--- src/stb_pkg.sv ---
package stb_pkg;

    typedef struct packed {
        logic [2:0]  mode;
        logic [7:0]  timer_id;
        logic [31:0] period;
        logic        auto_reload;
        logic [30:0] last_time;
    } t_in_item;

    typedef struct packed {
        logic [1:0]  status;
        logic        timer_done;
        logic [7:0]  expired_mask;
        logic [30:0] run_time;
        logic [30:0] elapsed;
    } t_out_item;

    typedef struct packed {
        logic [31:0] cnt;
        logic [31:0] reload;
        logic        autor;
    } t_entry;

    typedef enum logic [1:0] {
        ST_IDLE,
        ST_SWEEP,
        ST_EXEC
    } t_state;

    localparam logic [2:0] MODE_TICK    = 3'd0;
    localparam logic [2:0] MODE_CREATE  = 3'd1;
    localparam logic [2:0] MODE_DELETE  = 3'd2;
    localparam logic [2:0] MODE_CHECK   = 3'd3;
    localparam logic [2:0] MODE_ELAPSED = 3'd4;

    localparam logic [1:0] STAT_OK      = 2'd0;
    localparam logic [1:0] STAT_IN_USE  = 2'd1;
    localparam logic [1:0] STAT_NOT_USE = 2'd2;
    localparam logic [1:0] STAT_RANGE   = 2'd3;

    localparam logic [30:0] UPTIME_WRAP = 31'h7fffffff;

endpackage

--- src/stb_ram.sv ---
module stb_ram
    import stb_pkg::*;
#(
    parameter int DEPTH = 8,
    parameter int AW    = 3
) (
    input  logic          i_clk,
    input  logic          i_we,
    input  logic [AW-1:0] i_waddr,
    input  t_entry        i_wdata,
    input  logic          i_re,
    input  logic [AW-1:0] i_raddr,
    output t_entry        o_rdata
);

    t_entry r_mem [DEPTH];
    t_entry r_rdata;

    always_ff @(posedge i_clk) begin
        if (i_we) begin
            r_mem[i_waddr] <= i_wdata;
        end
        if (i_re) begin
            r_rdata <= r_mem[i_raddr];
        end
    end

    assign o_rdata = r_rdata;

endmodule

--- src/stb_ctrl.sv ---
module stb_ctrl
    import stb_pkg::*;
#(
    parameter int TIMER_COUNT = 8,
    parameter int AW          = 3
) (
    input  logic          i_clk,
    input  logic          i_rst_n,
    input  logic          i_in_valid,
    output logic          o_in_stall,
    input  t_in_item      i_in,
    output logic          o_out_valid,
    input  logic          i_out_stall,
    output t_out_item     o_out,
    output logic          o_we,
    output logic [AW-1:0] o_waddr,
    output t_entry        o_wdata,
    output logic          o_re,
    output logic [AW-1:0] o_raddr,
    input  t_entry        i_rdata
);

    localparam logic [AW-1:0] LAST = AW'(TIMER_COUNT - 1);

    t_state                 r_state, n_state;
    t_in_item               r_item, n_item;
    logic [30:0]            r_uptime, n_uptime;
    logic [TIMER_COUNT-1:0] r_in_use, n_in_use;
    logic [TIMER_COUNT-1:0] r_done, n_done;
    logic [AW-1:0]          r_idx, n_idx;
    logic [AW-1:0]          r_widx, n_widx;
    logic                   r_pend, n_pend;
    logic                   r_rd_end, n_rd_end;
    logic [7:0]             r_mask, n_mask;
    t_out_item              r_out, n_out;
    logic                   r_out_valid, n_out_valid;

    logic [31:0]   up_inc;
    logic [30:0]   up_next;
    logic [31:0]   dec_cnt;
    t_entry        entry_upd;
    logic [5:0]    widx_ext;
    logic [7:0]    hit_bit;
    logic [AW-1:0] tidx;
    logic          in_range;
    t_out_item     res;

    assign up_inc   = {1'b0, r_uptime} + 32'd1;
    assign up_next  = (up_inc[30:0] == UPTIME_WRAP) ? 31'd0 : up_inc[30:0];
    assign dec_cnt  = i_rdata.cnt - 32'd1;
    assign widx_ext = 6'(r_widx);
    assign hit_bit  = (widx_ext < 6'd8) ? (8'd1 << widx_ext[2:0]) : 8'd0;
    assign tidx     = r_item.timer_id[AW-1:0];
    assign in_range = {1'b0, r_item.timer_id} < 9'(TIMER_COUNT);

    always_comb begin
        entry_upd     = i_rdata;
        entry_upd.cnt = dec_cnt;
        if (dec_cnt == 32'd0 && i_rdata.autor) begin
            entry_upd.cnt = i_rdata.reload;
        end
    end

    always_comb begin
        res          = '0;
        res.run_time = r_uptime;
        case (r_item.mode)
            MODE_TICK: begin
                res.expired_mask = r_mask;
            end
            MODE_CREATE: begin
                if (!in_range) begin
                    res.status = STAT_RANGE;
                end else if (r_in_use[tidx]) begin
                    res.status = STAT_IN_USE;
                end
            end
            MODE_DELETE: begin
                if (!in_range) begin
                    res.status = STAT_RANGE;
                end else if (!r_in_use[tidx]) begin
                    res.status = STAT_NOT_USE;
                end
            end
            MODE_CHECK: begin
                if (!in_range) begin
                    res.status = STAT_RANGE;
                end else if (!r_in_use[tidx]) begin
                    res.status = STAT_NOT_USE;
                end else begin
                    res.timer_done = r_done[tidx];
                end
            end
            MODE_ELAPSED: begin
                if (r_uptime >= r_item.last_time) begin
                    res.elapsed = r_uptime - r_item.last_time;
                end else begin
                    res.elapsed = (UPTIME_WRAP - r_item.last_time) + r_uptime;
                end
            end
            default: begin
                res.status = STAT_OK;
            end
        endcase
    end

    always_comb begin
        n_state     = r_state;
        n_item      = r_item;
        n_uptime    = r_uptime;
        n_in_use    = r_in_use;
        n_done      = r_done;
        n_idx       = r_idx;
        n_widx      = r_widx;
        n_pend      = 1'b0;
        n_rd_end    = r_rd_end;
        n_mask      = r_mask;
        n_out       = r_out;
        n_out_valid = r_out_valid && i_out_stall;
        o_we        = 1'b0;
        o_waddr     = tidx;
        o_wdata     = '{cnt: r_item.period, reload: r_item.period, autor: r_item.auto_reload};
        o_re        = 1'b0;
        o_raddr     = r_idx;
        case (r_state)
            ST_IDLE: begin
                if (i_in_valid) begin
                    n_item = i_in;
                    if (i_in.mode == MODE_TICK) begin
                        n_uptime = up_next;
                        n_idx    = '0;
                        n_rd_end = 1'b0;
                        n_mask   = '0;
                        n_state  = ST_SWEEP;
                    end else begin
                        n_state = ST_EXEC;
                    end
                end
            end
            ST_SWEEP: begin
                if (!r_rd_end) begin
                    o_re   = 1'b1;
                    n_pend = 1'b1;
                    n_widx = r_idx;
                    if (r_idx == LAST) begin
                        n_rd_end = 1'b1;
                    end else begin
                        n_idx = r_idx + 1'b1;
                    end
                end
                // entries without a used mark are skipped
                if (r_pend && r_in_use[r_widx] && i_rdata.cnt != 32'd0) begin
                    o_we    = 1'b1;
                    o_waddr = r_widx;
                    o_wdata = entry_upd;
                    if (dec_cnt == 32'd0) begin
                        n_done[r_widx] = 1'b1;
                        n_mask         = r_mask | hit_bit;
                    end
                end
                if (r_rd_end && r_pend) begin
                    n_state = ST_EXEC;
                end
            end
            ST_EXEC: begin
                if (!n_out_valid) begin
                    n_out       = res;
                    n_out_valid = 1'b1;
                    n_state     = ST_IDLE;
                    if (in_range && r_item.mode == MODE_CREATE && !r_in_use[tidx]) begin
                        o_we           = 1'b1;
                        n_in_use[tidx] = 1'b1;
                        n_done[tidx]   = 1'b0;
                    end
                    if (in_range && r_item.mode == MODE_DELETE && r_in_use[tidx]) begin
                        n_in_use[tidx] = 1'b0;
                        n_done[tidx]   = 1'b0;
                    end
                end
            end
            default: begin
                n_state = ST_IDLE;
            end
        endcase
    end

    always_ff @(posedge i_clk) begin
        if (!i_rst_n) begin
            r_state     <= ST_IDLE;
            r_uptime    <= '0;
            r_in_use    <= '0;
            r_done      <= '0;
            r_pend      <= 1'b0;
            r_rd_end    <= 1'b0;
            r_out_valid <= 1'b0;
        end else begin
            r_state     <= n_state;
            r_uptime    <= n_uptime;
            r_in_use    <= n_in_use;
            r_done      <= n_done;
            r_pend      <= n_pend;
            r_rd_end    <= n_rd_end;
            r_out_valid <= n_out_valid;
        end
    end

    always_ff @(posedge i_clk) begin
        r_item <= n_item;
        r_idx  <= n_idx;
        r_widx <= n_widx;
        r_mask <= n_mask;
        r_out  <= n_out;
    end

    assign o_in_stall  = (r_state != ST_IDLE);
    assign o_out_valid = r_out_valid;
    assign o_out       = r_out;

endmodule

--- src/software_timer_bank.sv ---
// Bank of TIMER_COUNT software timers plus a 31-bit uptime counter that wraps
// to zero at 0x7fffffff. Counts, reload values and reload modes sit in one
// single-port-per-direction memory; used marks and done flags are flops. A
// tick item visits one memory entry per cycle (read, decrement, write back)
// in the sweep state and then goes to the exec state; create, delete, check
// and elapsed items go straight to exec. One item is worked on at a time. The
// result register holds a finished item while the next one is accepted. Only
// timers 0 to 7 have a bit in expired_mask; higher ones still count.
module software_timer_bank
    import stb_pkg::*;
#(
    parameter int TIMER_COUNT = 8
) (
    input  logic      i_clk,
    input  logic      i_rst_n,
    input  logic      i_in_valid,
    output logic      o_in_stall,
    input  t_in_item  i_in,
    output logic      o_out_valid,
    input  logic      i_out_stall,
    output t_out_item o_out
);

    localparam int AW = (TIMER_COUNT > 1) ? $clog2(TIMER_COUNT) : 1;

    logic          ram_we;
    logic [AW-1:0] ram_waddr;
    t_entry        ram_wdata;
    logic          ram_re;
    logic [AW-1:0] ram_raddr;
    t_entry        ram_rdata;

    stb_ram #(
        .DEPTH (TIMER_COUNT),
        .AW    (AW)
    ) u_ram (
        .i_clk   (i_clk),
        .i_we    (ram_we),
        .i_waddr (ram_waddr),
        .i_wdata (ram_wdata),
        .i_re    (ram_re),
        .i_raddr (ram_raddr),
        .o_rdata (ram_rdata)
    );

    stb_ctrl #(
        .TIMER_COUNT (TIMER_COUNT),
        .AW          (AW)
    ) u_ctrl (
        .i_clk       (i_clk),
        .i_rst_n     (i_rst_n),
        .i_in_valid  (i_in_valid),
        .o_in_stall  (o_in_stall),
        .i_in        (i_in),
        .o_out_valid (o_out_valid),
        .i_out_stall (i_out_stall),
        .o_out       (o_out),
        .o_we        (ram_we),
        .o_waddr     (ram_waddr),
        .o_wdata     (ram_wdata),
        .o_re        (ram_re),
        .o_raddr     (ram_raddr),
        .i_rdata     (ram_rdata)
    );

`ifndef SYNTHESIS
    a_no_same_entry: assert property (@(posedge i_clk) disable iff (!i_rst_n)
        ram_we && ram_re |-> ram_waddr != ram_raddr)
        else $error("read and write hit the same entry");

    a_write_busy: assert property (@(posedge i_clk) disable iff (!i_rst_n)
        ram_we |-> o_in_stall)
        else $error("memory written while idle");

    a_uptime_range: assert property (@(posedge i_clk) disable iff (!i_rst_n)
        o_out_valid |-> o_out.run_time != UPTIME_WRAP)
        else $error("uptime reached wrap value");

    a_mask_clean: assert property (@(posedge i_clk) disable iff (!i_rst_n)
        o_out_valid && o_out.expired_mask != 8'd0 |->
            o_out.status == STAT_OK && o_out.elapsed == 31'd0 && !o_out.timer_done)
        else $error("expiry mask mixed with other results");
`endif

endmodule
--- config.mk ---
export PLATFORM = sky130hd
export DESIGN_NAME = software_timer_bank
export DESIGN_NICKNAME = d
export VERILOG_FILES = /design/src/stb_pkg.sv /design/src/stb_ram.sv /design/src/stb_ctrl.sv /design/src/software_timer_bank.sv
export SDC_FILE = /design/constraint.sdc
export NUM_CORES = 1
export LEC_CHECK = 0
export CORE_MARGIN = 2
export CORE_UTILIZATION = 40
export CTS_CLUSTER_SIZE = 28
export DETAILED_ROUTE_END_ITERATION = 16
export DONT_BUFFER_PORTS = 1
export GPL_ROUTABILITY_DRIVEN = 1
export GPL_TIMING_DRIVEN = 0
export PLACE_DENSITY = 0.5
export SETUP_SLACK_MARGIN = 0.4
export SYNTH_ARGS = -nofsm -noshare
export SYNTH_HDL_FRONTEND = slang
export SYNTH_SLANG_ARGS = --single-unit
--- constraint.sdc ---
create_clock -name i_clk -period 12.25 [get_ports i_clk]
set_input_delay 1.8375 -clock i_clk [delete_from_list [all_inputs] [get_ports i_clk]]
set_output_delay 1.8375 -clock i_clk [all_outputs]
set_load 0.1 [all_outputs]
==> flow_metrics.tcl, run 1 <==
set metrics [dict create \
    placedInstanceArea_um2 35950 \
    cts_tree "built" \
    min_path_type "flop to flop" \
    synth_area_per_cell_um2 15.51 \
    cp.required_ns 12.58 \
    status "finished, final reports clean" \
    yosys.cell_types.count 78 \
    critPathKind "flop to flop" \
    vdd_drop_max_v 0.0001432 \
    insertion_delay_ns 0.66 \
    synth_area_um2 34030 \
    yosys.area.top_type "edfxtp_1" \
    fin_tns_setup_ns 0 \
    r2r_cells 9 \
    critPathLaunchType "flop" \
    top_level_ports 154 \
    drive_above_1_share_pct 16.33 \
    cts_made_buffers 85 \
    cts_root_buf "clkbuf_16" \
    cp_data_arrival_time_ns 5.58 \
    drv_cap 0 \
    synthTopCellsByArea "edfxtp_1 66%, mux4_2 8.9%, dfxtp_1 3.1%" \
    initial_utilization_pct 40.54 \
    maxSlewViolCount 0 \
    yosysMostFrequentCell "edfxtp_1" \
    portBuffers 0 \
    dr.pass1.iters 5 \
    place_congestion 0.8673 \
    synth_common_cells "747 x edfxtp_1, 185 x nand2_1, 134 x mux4_2" \
    fin_skew_ns 0.04544 \
    worstPathMaxFanout 10 \
    tightest_slew_ns 1.281 \
    syn2layout_area_growth_pct 13.81 \
    synthCells 2194 \
    fillers 7283 \
    period_minus_slack_ns 5.248 \
    fin_area_um2 38730 \
    grt_max_degree 74 \
    first_iter_violations 1510 \
    cts_resized 0 \
    grt_pass1_vias 20090 \
    hold_viol_final 0 \
    ctsHoldBuffers 0 \
    finalSetupViolCount 0 \
    synth.net_count 2317 \
    slew_headroom_pct 14.60 \
    dp_hpwl_um 59730 \
    grt_use_total_pct 20.59 \
    dp_cells 3347 \
    path_clk_slew_ns 0.06 \
    async_flop_share_pct 0 \
    synth_top_cell_area_share_pct 65.91 \
    vias_per_cell 5.613 \
    fmax_mhz 190.6 \
    antenna_found_initial 1 \
    ant_nets 0 \
    min_path_cells 0 \
    grt.overflow.total 0 \
    period_share_pct 42.84 \
    p_per_area_nw_per_um2 156.7 \
    coreArea_um2 83950 \
    seq_area_frac_synth_pct 68.97 \
    grt_setup_unrepaired "no" \
    cts_setup_buffers 0 \
    htree_levels 3 \
    fp-row-count 106 \
    yosys_warnings 0 \
    ys_ff_latch 799 \
    end_kind "flop" \
    yosys_most_used_dff "edfxtp_1" \
    leakage_nw 12.42 \
    clock-sinks 799 \
    die_w_um 295.7 \
    avgRoutedWirePerCell_um 25.57 \
    grt_first_pass_wirelength_um 131200 \
    layout.nets 2423 \
    vias 19640 \
    drc_errors 0 \
    dieArea_um2 87430 \
    dieHeight_um 295.7 \
    layout.cells.non_filler 3499 \
    drt-total-wl_um 89480 \
    synth_edf_count 747 \
    clk_path_buf_depth 3 \
]
==> sequential cells by signal, summed over array words and instances, names as in the netlist <==
name	count
u_ctrl.o_out	73
u_ctrl.o_out_valid	1
u_ctrl.o_raddr	3
u_ctrl.r_done	8
u_ctrl.r_in_use	8
u_ctrl.r_item	75
u_ctrl.r_mask	8
u_ctrl.r_pend	1
u_ctrl.r_rd_end	1
u_ctrl.r_state	2
u_ctrl.r_uptime	31
u_ctrl.r_widx	3
u_ram.o_rdata	65
u_ram.r_mem	520
==> per-layer routing <==
layer	up-vias	wire length, µm	global-route usage [%]
met5	-	0	0
met4	0	2780	6.946
met3	156	4885	3.440
met2	585	43090	34.04
met1	10100	38720	27.68
li1	8796	-	-
==> critical path, cell delays in order, from the launching register on <==
cell      delay [ns]
edfxtp_1        0.55
nor3_2          0.51
nand4_1         0.49
o31a_1          0.48
nor4_1          0.31
nand4_1         0.19
nor4b_2         0.77
clkbuf_1        0.79
a21oi_1         0.15
o21ai_0         0.67
==> logic make-up (layout without fill, tap and decap cells) <==
group | count (synthesis) | count (layout) | share of synthesized area (%)
buffers and inverters | 171 | 341 | 1.956
muxes | 204 | 204 | 11.17
and+or+nand+nor | 570 | 570 | 8.525
other | 0 | 1 | 0
AOI/OAI and AO/OA | 348 | 348 | 6.231
adders and majority gates | 44 | 44 | 1.662
xor gates and xnor gates | 58 | 58 | 1.493
DFF | 799 | 799 | 68.97
==> path summary, 6_finish.rpt <==
path / start / end / slack [ns]
setup / recovery: u_ram.o_rdata[37]$_DFFE_PP_ / u_ram.r_mem[2][44]$_DFFE_PP_ / 7.00
hold / removal: u_ctrl.o_raddr[0]$_SDFFCE_PN0P_ / u_ctrl.r_widx[0]$_DFFE_PP_ / 0.49
setup reg to reg: u_ram.o_rdata[37]$_DFFE_PP_ / u_ram.r_mem[2][44]$_DFFE_PP_ / 7.00
hold reg to reg: u_ctrl.o_raddr[0]$_SDFFCE_PN0P_ / u_ctrl.r_widx[0]$_DFFE_PP_ / 0.49
==> metrics by stage <==
stage / setup WS (ns) / util, % / power (mW) / hold WS, ns
floorplan: 5.616 / - / 3.465 / 0.4314
finish: 7.002 / 46.14 / 6.071 / 0.4943
global placement: 1.717 / 42.23 / 3.557 / 0.4769
global route: 6.598 / 46.14 / 6.258 / 0.5100
CTS: 7.014 / 46.14 / 6.140 / 0.4964
detailed placement: 7.087 / 42.83 / 3.568 / 0.4815
==> area by class of cell <==
type,count,area [µm²],share of cell area [%]
flip-flops and latches,799,23470,60.60
multi-input cells,1224,9955,25.70
clock buffers,107,2273,5.869
well taps,1134,1419,3.663
clock inverters,44,504.2,1.302
repair buffers,19,440.4,1.137
plain buffers,105,417.9,1.079
inverters,66,250.2,0.6460
diodes,1,2.502,0.006460
==> cell usage in the layout, fill, tap and decap left out, drive strengths merged, types with 47 or more instances in the layout <==
cell type / synthesis / final
edfxtp: 747 / 747
nand2: 185 / 185
clkbuf: 74 / 181
mux4: 134 / 134
a21oi: 128 / 128
nor2: 102 / 102
o21ai: 85 / 85
inv: 66 / 68
mux2: 65 / 65
dfxtp: 52 / 52
nor3: 50 / 50
buf: 31 / 50
nand3: 47 / 47
==> report_power, final <==
part | switching [mW] | internal (mW) | total [mW] | leakage [nW]
registers | 0.197 | 3.07 | 3.26 | 7.23
clock network | 1.06 | 1.51 | 2.56 | 1.34
logic | 0.176 | 0.0696 | 0.246 | 3.84
total | 1.43 | 4.64 | 6.07 | 12.4
(Power assumes the default switching activity.)
==> run 2, diff against run 1 <==
--- a/config.mk
+++ b/config.mk
@@ -5,6 +5,7 @@
 export SDC_FILE = /design/constraint.sdc
 export NUM_CORES = 1
 export LEC_CHECK = 0
+export ABC_AREA = 1
 export CORE_MARGIN = 2
 export CORE_UTILIZATION = 40
 export CTS_CLUSTER_SIZE = 28
==> constraint.sdc (replaced) <==
create_clock -name i_clk -period 5 [get_ports i_clk]
set_input_delay 0.75 -clock i_clk [delete_from_list [all_inputs] [get_ports i_clk]]
set_output_delay 0.75 -clock i_clk [all_outputs]
set_load 0.1 [all_outputs]
==> flow_metrics.tcl, run 2 <==
set metrics [dict create \
    grt_pass1_vias 25600 \
    min_path_cells 0 \
    p_per_area_nw_per_um2 469.7 \
    r2r_start "u_ctrl.r_state[0]$_SDFFE_PN0P_" \
    layout.nets 3791 \
    period_minus_slack_ns 4.390 \
    critPathKind "flop to flop" \
    drv_cap 0 \
    switching_share_pct 34.75 \
    worstReg2RegEnd "u_ram.r_mem[4][25]$_DFFE_PP_" \
    ys_ff_latch 799 \
    synth_area_per_cell_um2 10.24 \
    regMostFlops "u_ram.r_mem" \
    top_level_ports 154 \
    r2r_cells 12 \
    grt_setup_unrepaired "yes" \
    synth.area.mux_share_pct 0 \
    initial_utilization_pct 40.42 \
    yosys_most_used_dff "edfxtp_1" \
    die_w_um 305.6 \
    drc_errors 0 \
    place_congestion 0.9325 \
    async_flop_share_pct 0 \
    yosysMostFrequentCell "edfxtp_1" \
    grt_max_degree 41 \
    cp.required_ns 5.36 \
    r2r_slack_ns 0.61 \
    vdd_drop_max_v 0.0003099 \
    clock-sinks 799 \
    synthCells 3551 \
    synthSimpleGateAreaFrac_pct 16.96 \
    synth_top_cell_area_share_pct 61.66 \
    synth_area_um2 36380 \
    drive_above_1_share_pct 6.528 \
    cts_made_buffers 88 \
    largest_reg_flops 520 \
    fp-row-count 110 \
    drt-total-wl_um 111000 \
    first_iter_violations 2244 \
    fin_skew_ns 0.02103 \
    final_cell_mix "747 x edfxtp_1, 663 x nor2_1, 549 x nand2_1" \
    coreArea_um2 90010 \
    hp-start "i_in[52]" \
    hold_end "u_ctrl.r_item[52]$_DFFE_PP_" \
    synth_compound_area_share_pct 10.16 \
    synth.net_count 3674 \
    dieHeight_um 305.6 \
    slew_headroom_pct 11.45 \
    worstPathMaxFanout 22 \
    utilization_pct 45.87 \
    p_switching_mw 6.740 \
    p_int_mw 12.65 \
    avgRoutedWirePerCell_um 22.59 \
    critPathLaunchType "flop" \
    synth_edf_count 747 \
    portBuffers 0 \
    yosys.area.top_type "edfxtp_1" \
    layout_commonest_cell "edfxtp_1" \
    insertion_delay_ns 0.67 \
    yosys.cell_types.count 46 \
    dr.pass1.iters 7 \
    min_path_type "primary input to flop" \
    hold_viol_final 0 \
    ant_nets 0 \
    vias_per_cell 5.337 \
    hold_slack_ns 0.1696 \
    path_clk_slew_ns 0.06 \
    synth_fa_ha_area_share_pct 1.555 \
    cp_data_arrival_time_ns 4.74 \
    status "finished, final reports clean" \
    seqPwrFrac_pct 50.9 \
    yosys_warnings 0 \
    grt.overflow.total 0 \
    period_share_pct 87.79 \
    p_total_mw 19.39 \
    antenna_cells 0 \
    pwr-share-clk_pct 32.8 \
    antenna_found_initial 1 \
    dp_hpwl_um 80040 \
    grt_first_pass_wirelength_um 164400 \
    ctsHoldBuffers 0 \
    vias 26230 \
    clk_path_buf_depth 3 \
    fmax_mhz 227.8 \
    synthTopCellsByArea "edfxtp_1 62%, nor2_1 6.9%, nand2_1 5.7%" \
    finalSetupViolCount 0 \
    leakage_nw 14.71 \
    tightest_slew_ns 1.328 \
    dieArea_um2 93380 \
    cts_tree "built" \
    synthXorXnorAreaFrac_pct 1.806 \
    grt_use_total_pct 23.52 \
    maxSlewViolCount 0 \
    synth_common_cells "747 x edfxtp_1, 673 x nor2_1, 549 x nand2_1" \
    syn2layout_area_growth_pct 13.50 \
    cts_root_buf "clkbuf_16" \
    end_kind "flop" \
    seq_area_frac_synth_pct 64.52 \
    synth_top_family_by_area "simple AND/OR/NAND/NOR gates" \
    htree_levels 3 \
    combPwrFrac_pct 16.3 \
]
==> run 2: cell count changes in the layout (fill, tap and decap cells not counted), moves of 91 or more <==
cell     before  now
nor2_1      100  663
nand2_1     185  549
o21ai_0      84  373
inv_1        65  285
mux4_2      134    0
nand3_1      47  138
==> run 2: final cells by class <==
type / instances / area [µm²]
tap: 1176 / 1471
timing repair buffer: 27 / 550.5
clock buffer: 116 / 2420
buffer: 161 / 723.2
sequential: 799 / 23470
inverter: 291 / 1095
fill: 8574 / 48720
multi-input combinational: 2300 / 11170
clock inverter: 44 / 390.4
==> run 2: through the flow <==
step                worst slack, ns  instance area, µm²  setup TNS, ns  cells
floorplan                   -0.2022               36420         -78.78   3551
global placement             -3.600               37890       -1704.67   4727
detailed placement           0.4631               38470              0   4753
CTS                          0.4345               41280              0   4913
global route                 0.2592               41290              0   4914
finish                       0.6104               41290              0   4914
==> run 2: worst max-delay path by stage <==
stage / start / to / slack (ns) / cells after the start
6_report: u_ctrl.r_state[0]$_SDFFE_PN0P_ / u_ram.r_mem[4][25]$_DFFE_PP_ / 0.61 / 12
5_1_grt: u_ctrl.r_state[0]$_SDFFE_PN0P_ / u_ram.r_mem[4][25]$_DFFE_PP_ / 0.26 / 12
4_1_cts: u_ctrl.o_raddr[0]$_SDFFCE_PN0P_ / u_ram.o_rdata[61]$_DFFE_PP_ / 0.43 / 9
3_5_place_dp: u_ctrl.o_raddr[0]$_SDFFCE_PN0P_ / u_ram.o_rdata[61]$_DFFE_PP_ / 0.46 / 9
3_3_place_gp: u_ctrl.r_state[0]$_SDFFE_PN0P_ / u_ram.r_mem[4][25]$_DFFE_PP_ / -3.60 / 9
2_1_floorplan: u_ctrl.o_out_valid$_SDFF_PN0_ / u_ram.r_mem[4][0]$_DFFE_PP_ / -0.20 / 7
==> run 2: cell families (layout without fill, tap and decap cells) <==
logic type               after synthesis  after routing
AND/OR/NAND/NOR                     1495           1496
flip-flops                           799            799
AO/OA/AOI/OAI                        685            685
buffers and inverters                453            639
XOR/XNOR                              75             75
adder cells (fa/ha/maj)               44             44
==> run 2: layer usage <==
| layer | routed length (µm) | GRT usage [%] |
|---|---|---|
| met5 | 0 | 0 |
| met3 | 5738 | 3.543 |
| met4 | 3477 | 7.882 |
| met2 | 53830 | 39.98 |
| met1 | 47940 | 30.78 |
==> run 2: power groups by stage <==
stage | logic, mW | registers (mW) | clock network [mW]
2_1_floorplan | 1.94 | 9.89 | 0
3_3_place_gp | 3.04 | 10.1 | 0
3_5_place_dp | 3.16 | 10.0 | 0
4_1_cts | 3.17 | 9.88 | 6.48
5_1_grt | 3.49 | 9.92 | 6.73
6_report | 3.16 | 9.88 | 6.36
==> run 2: critical path: stages, from the launching register on <==
cell,delay (ns)
dfxtp_1,0.31
inv_1,0.10
ha_1,0.15
buf_4,0.16
clkinv_1,0.28
nor2_4,0.64
nand3_1,0.44
a21oi_1,0.32
o211ai_1,0.51
nor2_4,0.41
buf_12,0.24
buf_12,0.23
buf_12,0.22
==> run 2: timing repair <==
item | in CTS | in global routing
gates resized for setup | 0 | 0
setup buffers | 0 | 1
endpoints found under the hold margin | 0 | 0
setup endpoints to repair | 0 | 27
